## src/hdl/kf_pkg.sv

```systemverilog
package kf_pkg;

    // default generics of the top level
    localparam int SAMPLE_WIDTH_DEF = 16;
    localparam int FRAC_BITS_DEF    = 16;

    // fixed field widths
    localparam int ERR_W = 32;   // P, R and Q, unsigned fixed point
    localparam int EST_W = 32;   // estimate, signed fixed point
    localparam int RES_W = 33;   // residual, signed fixed point

    // apb register file
    localparam int CFG_DATA_W = 32;
    localparam int CFG_ADDR_W = 4;

    localparam logic [1:0] REG_MEAS_NOISE    = 2'd0;
    localparam logic [1:0] REG_INIT_EST_ERR  = 2'd1;
    localparam logic [1:0] REG_PROCESS_NOISE = 2'd2;

    localparam logic [ERR_W-1:0] MEAS_NOISE_RST    = 32'd131072;
    localparam logic [ERR_W-1:0] INIT_EST_ERR_RST  = 32'd131072;
    localparam logic [ERR_W-1:0] PROCESS_NOISE_RST = 32'd65536;

    // multiplier digit size, bits of the multiplier consumed per cycle
    localparam int DIGIT_W = 8;

    typedef enum logic [1:0] {
        MUL_GAIN,
        MUL_KEEP,
        MUL_NOISE
    } kf_mul_sel_t;

    typedef struct packed {
        logic        capture;
        logic        div_start;
        logic        mul_start;
        kf_mul_sel_t mul_sel;
        logic        upd_est;
        logic        calc_abs;
        logic        latch_keep;
        logic        upd_err;
        logic        load_out;
    } kf_cmd_t;

    typedef struct packed {
        logic div_done;
        logic mul_done;
    } kf_sts_t;

endpackage

```

## src/hdl/scalar_kalman_filter.sv

```systemverilog
// scalar kalman filter on a stream of signed integer samples
// input channel: sample with in_valid / in_stall, a beat moves when in_valid
//   is high and in_stall is low at a rising edge of clk
// output channel: estimate, residual and gain with out_valid / out_stall, one
//   result beat for every input beat, in order
// config: apb-style port, meas_noise at 0x0, init_est_err at 0x4,
//   process_noise at 0x8; writing init_est_err also reloads the error P;
//   write only while the filter is idle
// timing: a sample takes FRAC_BITS + 27 cycles from acceptance to
//   out_valid (43 at the default), and a new sample is taken one cycle after
//   the result is loaded, so FRAC_BITS + 28 cycles per item (44); the
//   restoring divider for the gain (one quotient bit per cycle) and three
//   products on the shared 8-bit-digit multiplier set that figure
// stall: a finished result waits in the output register while out_stall is
//   high, and the next sample can already be accepted and processed; it then
//   waits in the last state until the output register frees up
// reset: rst_n is asynchronous, active low; registers return to their reset
//   values, P takes the init_est_err reset value, the estimate clears to zero
module scalar_kalman_filter
    import kf_pkg::*;
#(
    parameter int SAMPLE_WIDTH = SAMPLE_WIDTH_DEF,
    parameter int FRAC_BITS    = FRAC_BITS_DEF
) (
    input  logic                           clk,
    input  logic                           rst_n,

    // sample input
    input  logic signed [SAMPLE_WIDTH-1:0] sample,
    input  logic                           in_valid,
    output logic                           in_stall,

    // filtered output
    output logic signed [EST_W-1:0]        estimate,
    output logic signed [RES_W-1:0]        residual,
    output logic        [FRAC_BITS:0]      gain,
    output logic                           out_valid,
    input  logic                           out_stall,

    // register port
    input  logic                           psel,
    input  logic                           penable,
    input  logic                           pwrite,
    input  logic        [CFG_ADDR_W-1:0]   paddr,
    input  logic        [CFG_DATA_W-1:0]   pwdata,
    output logic        [CFG_DATA_W-1:0]   prdata,
    output logic                           pready
);

    logic [ERR_W-1:0] meas_noise_reg;
    logic [ERR_W-1:0] init_est_err_reg;
    logic [ERR_W-1:0] process_noise_reg;

    logic    wr_en;
    logic    p_load;
    kf_cmd_t cmd;
    kf_sts_t sts;

    // zero wait state port, write lands in the access phase
    assign pready = 1'b1;
    assign wr_en  = psel && penable && pwrite;
    assign p_load = wr_en && (paddr[3:2] == REG_INIT_EST_ERR);

    always_ff @(posedge clk or negedge rst_n)
    begin
        if (!rst_n)
        begin
            meas_noise_reg    <= MEAS_NOISE_RST;
            init_est_err_reg  <= INIT_EST_ERR_RST;
            process_noise_reg <= PROCESS_NOISE_RST;
        end
        else if (wr_en)
        begin
            case (paddr[3:2])
                REG_MEAS_NOISE:    meas_noise_reg    <= pwdata;
                REG_INIT_EST_ERR:  init_est_err_reg  <= pwdata;
                REG_PROCESS_NOISE: process_noise_reg <= pwdata;
                default:           ;  // unmapped slot, write ignored
            endcase
        end
    end

    // register readback
    always_comb
    begin
        case (paddr[3:2])
            REG_MEAS_NOISE:    prdata = meas_noise_reg;
            REG_INIT_EST_ERR:  prdata = init_est_err_reg;
            REG_PROCESS_NOISE: prdata = process_noise_reg;
            default:           prdata = '0;
        endcase
    end

    // sequencer: walks one sample through divide, multiply and update steps
    kf_ctrl u_ctrl (
        .clk       (clk),
        .rst_n     (rst_n),
        .in_valid  (in_valid),
        .in_stall  (in_stall),
        .out_valid (out_valid),
        .out_stall (out_stall),
        .sts       (sts),
        .cmd       (cmd)
    );

    // arithmetic, filter state and output register
    kf_dp #(
        .SAMPLE_WIDTH (SAMPLE_WIDTH),
        .FRAC_BITS    (FRAC_BITS)
    ) u_dp (
        .clk           (clk),
        .rst_n         (rst_n),
        .cmd           (cmd),
        .sts           (sts),
        .sample        (sample),
        .meas_noise    (meas_noise_reg),
        .process_noise (process_noise_reg),
        .p_load        (p_load),
        .p_load_value  (pwdata),
        .estimate      (estimate),
        .residual      (residual),
        .gain          (gain)
    );

endmodule

```

## src/hdl/kf_div.sv

```systemverilog
module kf_div
    import kf_pkg::*;
#(
    parameter int QW = FRAC_BITS_DEF + 1
) (
    input  logic             clk,
    input  logic             rst_n,
    input  logic             start,
    input  logic [ERR_W-1:0] num,
    input  logic [ERR_W:0]   den,
    output logic             done,
    output logic [QW-1:0]    quot
);

    localparam int CNT_W = $clog2(QW);

    logic [ERR_W:0]   rem_reg;
    logic [ERR_W:0]   den_reg;
    logic [QW-1:0]    q_reg;
    logic [CNT_W-1:0] cnt_reg;
    logic             first_reg;
    logic             zero_reg;
    logic             busy_reg;
    logic             done_reg;

    logic [ERR_W+1:0] cand;
    logic [ERR_W+1:0] cand_diff;
    logic             cand_ge;
    logic [ERR_W:0]   rem_next;

    // first step compares the bare numerator, later steps the shifted remainder
    assign cand      = first_reg ? {1'b0, rem_reg} : {rem_reg, 1'b0};
    assign cand_ge   = cand >= {1'b0, den_reg};
    assign cand_diff = cand - {1'b0, den_reg};
    assign rem_next  = cand_ge ? cand_diff[ERR_W:0] : cand[ERR_W:0];

    always_ff @(posedge clk or negedge rst_n)
    begin
        if (!rst_n)
        begin
            busy_reg <= 1'b0;
            done_reg <= 1'b0;
        end
        else
        begin
            done_reg <= 1'b0;
            if (start)
            begin
                busy_reg <= 1'b1;
            end
            else if (busy_reg && cnt_reg == '0)
            begin
                busy_reg <= 1'b0;
                done_reg <= 1'b1;
            end
        end
    end

    always_ff @(posedge clk)
    begin
        if (start)
        begin
            rem_reg   <= {1'b0, num};
            den_reg   <= den;
            q_reg     <= '0;
            first_reg <= 1'b1;
            zero_reg  <= (den == '0);
            cnt_reg   <= CNT_W'(QW - 1);
        end
        else if (busy_reg)
        begin
            rem_reg   <= rem_next;
            q_reg     <= {q_reg[QW-2:0], cand_ge};
            first_reg <= 1'b0;
            cnt_reg   <= cnt_reg - 1'b1;
        end
    end

    assign done = done_reg;
    assign quot = zero_reg ? '0 : q_reg;

endmodule

```

## src/hdl/kf_mul.sv

```systemverilog
module kf_mul
    import kf_pkg::*;
#(
    parameter int MCW = 33,
    parameter int MLW = 33
) (
    input  logic                       clk,
    input  logic                       rst_n,
    input  logic                       start,
    input  logic signed [MCW-1:0]      mcand,
    input  logic        [MLW-1:0]      mplier,
    output logic                       done,
    output logic signed [MCW+MLW-1:0]  product
);

    localparam int PW     = MCW + MLW;
    localparam int NDIG   = (MLW + DIGIT_W - 1) / DIGIT_W;
    localparam int ML_PAD = NDIG * DIGIT_W;
    localparam int CNT_W  = (NDIG > 1) ? $clog2(NDIG) : 1;

    logic signed [PW-1:0]  acc_reg;
    logic signed [PW-1:0]  mc_reg;
    logic [ML_PAD-1:0]     ml_reg;
    logic [CNT_W-1:0]      cnt_reg;
    logic                  busy_reg;
    logic                  done_reg;

    logic signed [PW-1:0]  dig_ext;
    logic signed [PW-1:0]  pp;

    // one multiplier digit times the shifted multiplicand per cycle
    assign dig_ext = PW'($signed({1'b0, ml_reg[DIGIT_W-1:0]}));
    assign pp      = mc_reg * dig_ext;

    always_ff @(posedge clk or negedge rst_n)
    begin
        if (!rst_n)
        begin
            busy_reg <= 1'b0;
            done_reg <= 1'b0;
        end
        else
        begin
            done_reg <= 1'b0;
            if (start)
            begin
                busy_reg <= 1'b1;
            end
            else if (busy_reg && cnt_reg == '0)
            begin
                busy_reg <= 1'b0;
                done_reg <= 1'b1;
            end
        end
    end

    always_ff @(posedge clk)
    begin
        if (start)
        begin
            acc_reg <= '0;
            mc_reg  <= PW'(mcand);
            ml_reg  <= ML_PAD'(mplier);
            cnt_reg <= CNT_W'(NDIG - 1);
        end
        else if (busy_reg)
        begin
            acc_reg <= acc_reg + pp;
            mc_reg  <= mc_reg <<< DIGIT_W;
            ml_reg  <= ml_reg >> DIGIT_W;
            cnt_reg <= cnt_reg - 1'b1;
        end
    end

    assign done    = done_reg;
    assign product = acc_reg;

endmodule

```

## src/hdl/kf_dp.sv

```systemverilog
module kf_dp
    import kf_pkg::*;
#(
    parameter int SAMPLE_WIDTH = SAMPLE_WIDTH_DEF,
    parameter int FRAC_BITS    = FRAC_BITS_DEF
) (
    input  logic                           clk,
    input  logic                           rst_n,
    input  kf_cmd_t                        cmd,
    output kf_sts_t                        sts,
    input  logic signed [SAMPLE_WIDTH-1:0] sample,
    input  logic        [ERR_W-1:0]        meas_noise,
    input  logic        [ERR_W-1:0]        process_noise,
    input  logic                           p_load,
    input  logic        [ERR_W-1:0]        p_load_value,
    output logic signed [EST_W-1:0]        estimate,
    output logic signed [RES_W-1:0]        residual,
    output logic        [FRAC_BITS:0]      gain
);

    localparam int GW    = FRAC_BITS + 1;
    localparam int ZW    = SAMPLE_WIDTH + FRAC_BITS;
    localparam int DW    = ((ZW > EST_W) ? ZW : EST_W) + 1;
    localparam int AW    = EST_W + 1;
    localparam int MCW   = DW;
    localparam int MLW   = (GW > AW) ? GW : AW;
    localparam int PW    = MCW + MLW;
    localparam int SUM_W = PW - FRAC_BITS + 1;

    localparam logic [GW-1:0] ONE_FX = {1'b1, {FRAC_BITS{1'b0}}};
    localparam logic signed [PW-1:0] EST_MAX = {{(PW-EST_W+1){1'b0}}, {(EST_W-1){1'b1}}};
    localparam logic signed [PW-1:0] EST_MIN = {{(PW-EST_W+1){1'b1}}, {(EST_W-1){1'b0}}};
    localparam logic signed [DW-1:0] RES_MAX = {{(DW-RES_W+1){1'b0}}, {(RES_W-1){1'b1}}};
    localparam logic signed [DW-1:0] RES_MIN = {{(DW-RES_W+1){1'b1}}, {(RES_W-1){1'b0}}};

    logic signed [SAMPLE_WIDTH-1:0] sample_reg;
    logic        [ERR_W-1:0]        p_reg;
    logic signed [EST_W-1:0]        old_reg;
    logic signed [EST_W-1:0]        nxt_reg;
    logic        [AW-1:0]           a_reg;
    logic        [ERR_W-1:0]        keep_reg;
    logic signed [EST_W-1:0]        estimate_reg;
    logic signed [RES_W-1:0]        residual_reg;
    logic        [GW-1:0]           gain_reg;

    logic signed [ZW-1:0]     zfx;
    logic signed [DW-1:0]     zfx_ext;
    logic signed [DW-1:0]     diff;
    logic        [ERR_W:0]    den;
    logic        [GW-1:0]     gain_q;
    logic        [GW-1:0]     keep_fac;
    logic signed [MCW-1:0]    mcand;
    logic        [MLW-1:0]    mplier;
    logic signed [PW-1:0]     product;
    logic signed [PW-1:0]     delta;
    logic signed [PW-1:0]     est_sum;
    logic signed [EST_W-1:0]  nxt_sat;
    logic signed [AW-1:0]     d;
    logic        [AW-1:0]     a_val;
    logic        [SUM_W-1:0]  err_sum;
    logic        [ERR_W-1:0]  p_sat;
    logic signed [DW-1:0]     rdiff;
    logic signed [RES_W-1:0]  res_sat;

    // sample scaled into the fixed-point grid
    assign zfx     = {sample_reg, {FRAC_BITS{1'b0}}};
    assign zfx_ext = DW'(zfx);
    assign diff    = zfx_ext - DW'(old_reg);
    assign den     = {1'b0, p_reg} + {1'b0, meas_noise};

    kf_div #(
        .QW (GW)
    ) u_div (
        .clk   (clk),
        .rst_n (rst_n),
        .start (cmd.div_start),
        .num   (p_reg),
        .den   (den),
        .done  (sts.div_done),
        .quot  (gain_q)
    );

    assign keep_fac = ONE_FX - gain_q;

    always_comb
    begin
        case (cmd.mul_sel)
            MUL_GAIN:
            begin
                mcand  = diff;
                mplier = MLW'(gain_q);
            end
            MUL_KEEP:
            begin
                mcand  = MCW'($signed({1'b0, p_reg}));
                mplier = MLW'(keep_fac);
            end
            MUL_NOISE:
            begin
                mcand  = MCW'($signed({1'b0, process_noise}));
                mplier = MLW'(a_reg);
            end
            default:
            begin
                mcand  = '0;
                mplier = '0;
            end
        endcase
    end

    kf_mul #(
        .MCW (MCW),
        .MLW (MLW)
    ) u_mul (
        .clk     (clk),
        .rst_n   (rst_n),
        .start   (cmd.mul_start),
        .mcand   (mcand),
        .mplier  (mplier),
        .done    (sts.mul_done),
        .product (product)
    );

    // estimate step, floored shift then saturation
    assign delta   = product >>> FRAC_BITS;
    assign est_sum = delta + PW'(old_reg);

    always_comb
    begin
        if (est_sum > EST_MAX)
            nxt_sat = EST_MAX[EST_W-1:0];
        else if (est_sum < EST_MIN)
            nxt_sat = EST_MIN[EST_W-1:0];
        else
            nxt_sat = est_sum[EST_W-1:0];
    end

    // distance moved by the estimate
    assign d     = AW'(old_reg) - AW'(nxt_reg);
    assign a_val = d[AW-1] ? AW'(-d) : AW'(d);

    // error update, saturating at all ones
    assign err_sum = SUM_W'(keep_reg) + SUM_W'(product[PW-1:FRAC_BITS]);
    assign p_sat   = (|err_sum[SUM_W-1:ERR_W]) ? '1 : err_sum[ERR_W-1:0];

    assign rdiff = zfx_ext - DW'(nxt_reg);

    always_comb
    begin
        if (rdiff > RES_MAX)
            res_sat = RES_MAX[RES_W-1:0];
        else if (rdiff < RES_MIN)
            res_sat = RES_MIN[RES_W-1:0];
        else
            res_sat = rdiff[RES_W-1:0];
    end

    always_ff @(posedge clk or negedge rst_n)
    begin
        if (!rst_n)
        begin
            p_reg   <= INIT_EST_ERR_RST;
            old_reg <= '0;
        end
        else if (p_load)
        begin
            p_reg <= p_load_value;
        end
        else if (cmd.upd_err)
        begin
            p_reg   <= p_sat;
            old_reg <= nxt_reg;
        end
    end

    always_ff @(posedge clk)
    begin
        if (cmd.capture)
            sample_reg <= sample;
        if (cmd.upd_est)
            nxt_reg <= nxt_sat;
        if (cmd.calc_abs)
            a_reg <= a_val;
        if (cmd.latch_keep)
            keep_reg <= product[FRAC_BITS+ERR_W-1:FRAC_BITS];
        if (cmd.load_out)
        begin
            estimate_reg <= nxt_reg;
            residual_reg <= res_sat;
            gain_reg     <= gain_q;
        end
    end

    assign estimate = estimate_reg;
    assign residual = residual_reg;
    assign gain     = gain_reg;

endmodule

```

## src/hdl/kf_ctrl.sv

```systemverilog
module kf_ctrl
    import kf_pkg::*;
(
    input  logic    clk,
    input  logic    rst_n,
    input  logic    in_valid,
    output logic    in_stall,
    output logic    out_valid,
    input  logic    out_stall,
    input  kf_sts_t sts,
    output kf_cmd_t cmd
);

    typedef enum logic [3:0] {
        S_IDLE,
        S_DIV_GO,
        S_DIV,
        S_MUL1_GO,
        S_MUL1,
        S_EST,
        S_MUL2_GO,
        S_MUL2,
        S_MUL3_GO,
        S_MUL3,
        S_ERR,
        S_OUT
    } state_t;

    state_t state_reg;
    state_t state_next;
    logic   out_valid_reg;
    logic   out_valid_next;

    always_comb
    begin
        state_next     = state_reg;
        out_valid_next = out_valid_reg;
        cmd            = '0;
        if (out_valid_reg && !out_stall)
            out_valid_next = 1'b0;
        case (state_reg)
            S_IDLE:
            begin
                if (in_valid)
                begin
                    cmd.capture = 1'b1;
                    state_next  = S_DIV_GO;
                end
            end
            S_DIV_GO:
            begin
                cmd.div_start = 1'b1;
                state_next    = S_DIV;
            end
            S_DIV:
            begin
                if (sts.div_done)
                    state_next = S_MUL1_GO;
            end
            S_MUL1_GO:
            begin
                cmd.mul_start = 1'b1;
                cmd.mul_sel   = MUL_GAIN;
                state_next    = S_MUL1;
            end
            S_MUL1:
            begin
                if (sts.mul_done)
                    state_next = S_EST;
            end
            S_EST:
            begin
                cmd.upd_est = 1'b1;
                state_next  = S_MUL2_GO;
            end
            S_MUL2_GO:
            begin
                cmd.mul_start = 1'b1;
                cmd.mul_sel   = MUL_KEEP;
                cmd.calc_abs  = 1'b1;
                state_next    = S_MUL2;
            end
            S_MUL2:
            begin
                if (sts.mul_done)
                    state_next = S_MUL3_GO;
            end
            S_MUL3_GO:
            begin
                cmd.latch_keep = 1'b1;
                cmd.mul_start  = 1'b1;
                cmd.mul_sel    = MUL_NOISE;
                state_next     = S_MUL3;
            end
            S_MUL3:
            begin
                if (sts.mul_done)
                    state_next = S_ERR;
            end
            S_ERR:
            begin
                cmd.upd_err = 1'b1;
                state_next  = S_OUT;
            end
            S_OUT:
            begin
                if (!out_valid_reg || !out_stall)
                begin
                    cmd.load_out   = 1'b1;
                    out_valid_next = 1'b1;
                    state_next     = S_IDLE;
                end
            end
            default:
            begin
                state_next = S_IDLE;
            end
        endcase
    end

    always_ff @(posedge clk or negedge rst_n)
    begin
        if (!rst_n)
        begin
            state_reg     <= S_IDLE;
            out_valid_reg <= 1'b0;
        end
        else
        begin
            state_reg     <= state_next;
            out_valid_reg <= out_valid_next;
        end
    end

    assign in_stall  = (state_reg != S_IDLE);
    assign out_valid = out_valid_reg;

endmodule

```

## config.mk

```make
export PLATFORM = sky130hd
export DESIGN_NAME = scalar_kalman_filter
export DESIGN_NICKNAME = d
export VERILOG_FILES = /design/src/hdl/kf_pkg.sv /design/src/hdl/scalar_kalman_filter.sv /design/src/hdl/kf_div.sv /design/src/hdl/kf_mul.sv /design/src/hdl/kf_dp.sv /design/src/hdl/kf_ctrl.sv
export SDC_FILE = /design/constraint.sdc
export NUM_CORES = 2
export LEC_CHECK = 0
export BUFFER_PORTS_ARGS = -buffer_cell sky130_fd_sc_hd__buf_2
export CORE_MARGIN = 2
export CORE_UTILIZATION = 40
export CTS_BUF_LIST = sky130_fd_sc_hd__clkbuf_4 sky130_fd_sc_hd__clkbuf_8
export CTS_CLUSTER_DIAMETER = 120
export DETAILED_ROUTE_END_ITERATION = 10
export GPL_ROUTABILITY_DRIVEN = 0
export PLACE_DENSITY = 0.61
export SYNTH_ARGS = -nofsm -noshare
export SYNTH_HDL_FRONTEND = slang
export SYNTH_SLANG_ARGS = --single-unit
```

## constraint.sdc

```tcl
create_clock -name clk -period 19.3 [get_ports clk]
set_input_delay 3.86 -clock clk [delete_from_list [all_inputs] [get_ports clk]]
set_output_delay 3.86 -clock clk [all_outputs]
set_load 0.01 [all_outputs]
```

==> results.toml <==
[detailed_routing]
wirelength_um = 165000
firstDrtPassIters = 6
drtIter0Drc = 3820
ant_nets = 0
wl_per_cell_um = 21.0
vias = 44300
viasPerCell = 5.65
drc = 0

[timing]
relSlewSlack_pct = 12.9
clock_skew_ps = 70.5
slew_violations = 0
grt_setup_unrepaired = "false"
min_period_ps = 9580
hold_violations = 0
hold_ws_ps = 461
finalCritPeriodShare_pct = 49.6
worst_pin_slew_ps = 1300
setup_viol = 0
fmax_mhz = 104
fin_tns_setup_ps = 0

[floorplanning]
core_area_um2 = 137000
die_x_um = 375
die_y_um = 375
start_util_pct = 40.2
fp-row-count = 136
io_pins = 176
dieArea_um2 = 141000

[yosys]
async_reset_ff_share_pct = 27.2
synth_edf_count = 360
yosys.cell_types.count = 111
synth_seq_cells = 622
syn_area_per_cell_um2 = 9.39
postSynthCellCount = 5867
synth_warnings = 0
synth_nets = 6708
mappedNetlistArea_um2 = 55100
synthFlopType = "edfxtp_1"
synth_seq_area_share_pct = 30.7

[global_route]
grt_max_degree = 106
grt_pass1_wl_um = 257000
antenna_found_initial = 11
grt_pass1_vias = 43800
grt_use_total_pct = 23.3
grt_overflow = 0

[worst_setup_path]
critPathMaxFanout = 36
critPathCaptureType = "primary output"
critPathRequiredTime_ps = 15440
start_kind = "primary input"
crit_type = "in2out"
crit_arrival_ps = 5720

[placed_design]
portBuffers = 172
dp.cells = 7615
hpwl_um = 123000
place_area_um2 = 57600

[clock_tree]
cts-htree-levels = 3
cts_max_path_buffers = 3
cts_tree = "done"
cts_root_buf = "clkbuf_8"
cts_hold_buf = 0
clkSinkCount = 622
clk_pin_slew_ps = 70
cts.repair.resized = 0
insertion_delay_ps = 880
cts_made_buffers = 117
post-cts-setup-buffer-count = 0

[layout]
nets = 6781
most-common-layout-cells = "inv_1, nand2_1, fa_1"
synthToLayoutAreaGrowth_pct = 9.45
fin_cells = 7839
fin_area_um2 = 60300
final_common_cell = "inv_1"
drive_above_1_share_pct = 10.4

[flow_run]
cap_violations = 0

[worst_hold_path]
hold_class = "reg2reg"

[outcome]
run_status = "finished, final reports clean"
## critical path, stage by stage
cell	delay (ps)
buf_2	70
buf_4	400
nor2b_2	290
buf_4	430
nand2_1	100
o21ai_0	260
buf_2	240
## synth_stat cells, drive strengths merged (13+ instances only)
cell      n  area, µm²
inv     634       2380
nand2   626       2350
fa      426       8530
edfxtp  360      10800
ha      356       4450
nor2    351       1320
a21oi   339       1720
o21ai   316       1600
and2    266       1660
clkbuf  231        885
xnor2   216       1890
a21o    190       1430
dfrtp   165       4130
mux2    111       1250
xor2    107        937
mux2i    97        971
dfxtp    93       1860
nand3    80        400
nor3     75        375
a31oi    58        378
nor2b    54        345
and3     53        332
nand4    48        300
nor4     47        294
buf      42        200
nand2b   39        244
o21bai   38        285
o21a     36        270
or3      35        225
a211oi   33        258
a22oi    28        210
o22ai    27        169
o31ai    22        165
o211ai   21        158
a221oi   18        170
or2      17        106
or4      15        114
a22o     13        114
## final cells by class
class / instances / area, µm²
clock inverter: 43 / 424
antenna: 4 / 10.0
fill: 13200 / 76900
tap: 1794 / 2240
sequential: 622 / 16900
multi-input combinational: 4338 / 34800
timing repair buffer: 227 / 1280
clock buffer: 177 / 2240
inverter: 634 / 2380
## cell families (layout without fill, tap and decap cells)
family | Yosys count | count (layout) | synth area share [%]
and+or+nand+nor | 1762 | 1762 | 15.6
AOI/OAI and AO/OA | 1262 | 1262 | 14.7
buffers and inverters | 907 | 1081 | 6.29
adders and majority gates | 782 | 782 | 23.6
DFF | 622 | 622 | 30.7
xor gates and xnor gates | 323 | 323 | 5.14
muxes | 208 | 208 | 4.03
other | 1 | 5 | 0.00681
## path summary, 6_finish.rpt
kind                                       start                     end  slack (ps)  cells past startpoint
min reg2reg                u_dp.u_mul.cnt_reg[2]         u_dp.u_mul.done         460                      1
max reg2reg                 u_dp.u_mul.ml_reg[5]  u_dp.u_mul.product[63]       11300                     24
max                                     paddr[3]              prdata[20]        9720                      7
min in group asynchronous                  rst_n         u_dp.old_reg[2]        3100                      1
max in group asynchronous                  rst_n    init_est_err_reg[29]       14600                      2
min                        u_dp.u_mul.cnt_reg[2]         u_dp.u_mul.done         460                      1
## layer usage
metal	part of all wire, %	global-route usage, %	wire, µm
met1	45	32.9	73400
met5	0.026	0	43
met2	45	36.7	73800
met4	2.8	6.59	4600
met3	7.8	4.26	12800
## metrics by stage
stage	setup slack [ps]	utilization, %
after floorplan	8850	-
after global placement	9770	42.0
after detailed placement	9760	42.0
after CTS	9750	44.0
after global routing	9680	44.0
final	9720	44.0
Power is left out: the tool's default activity adds up to more than one toggle a clock period on the data nets, which glitch-free logic cannot reach.
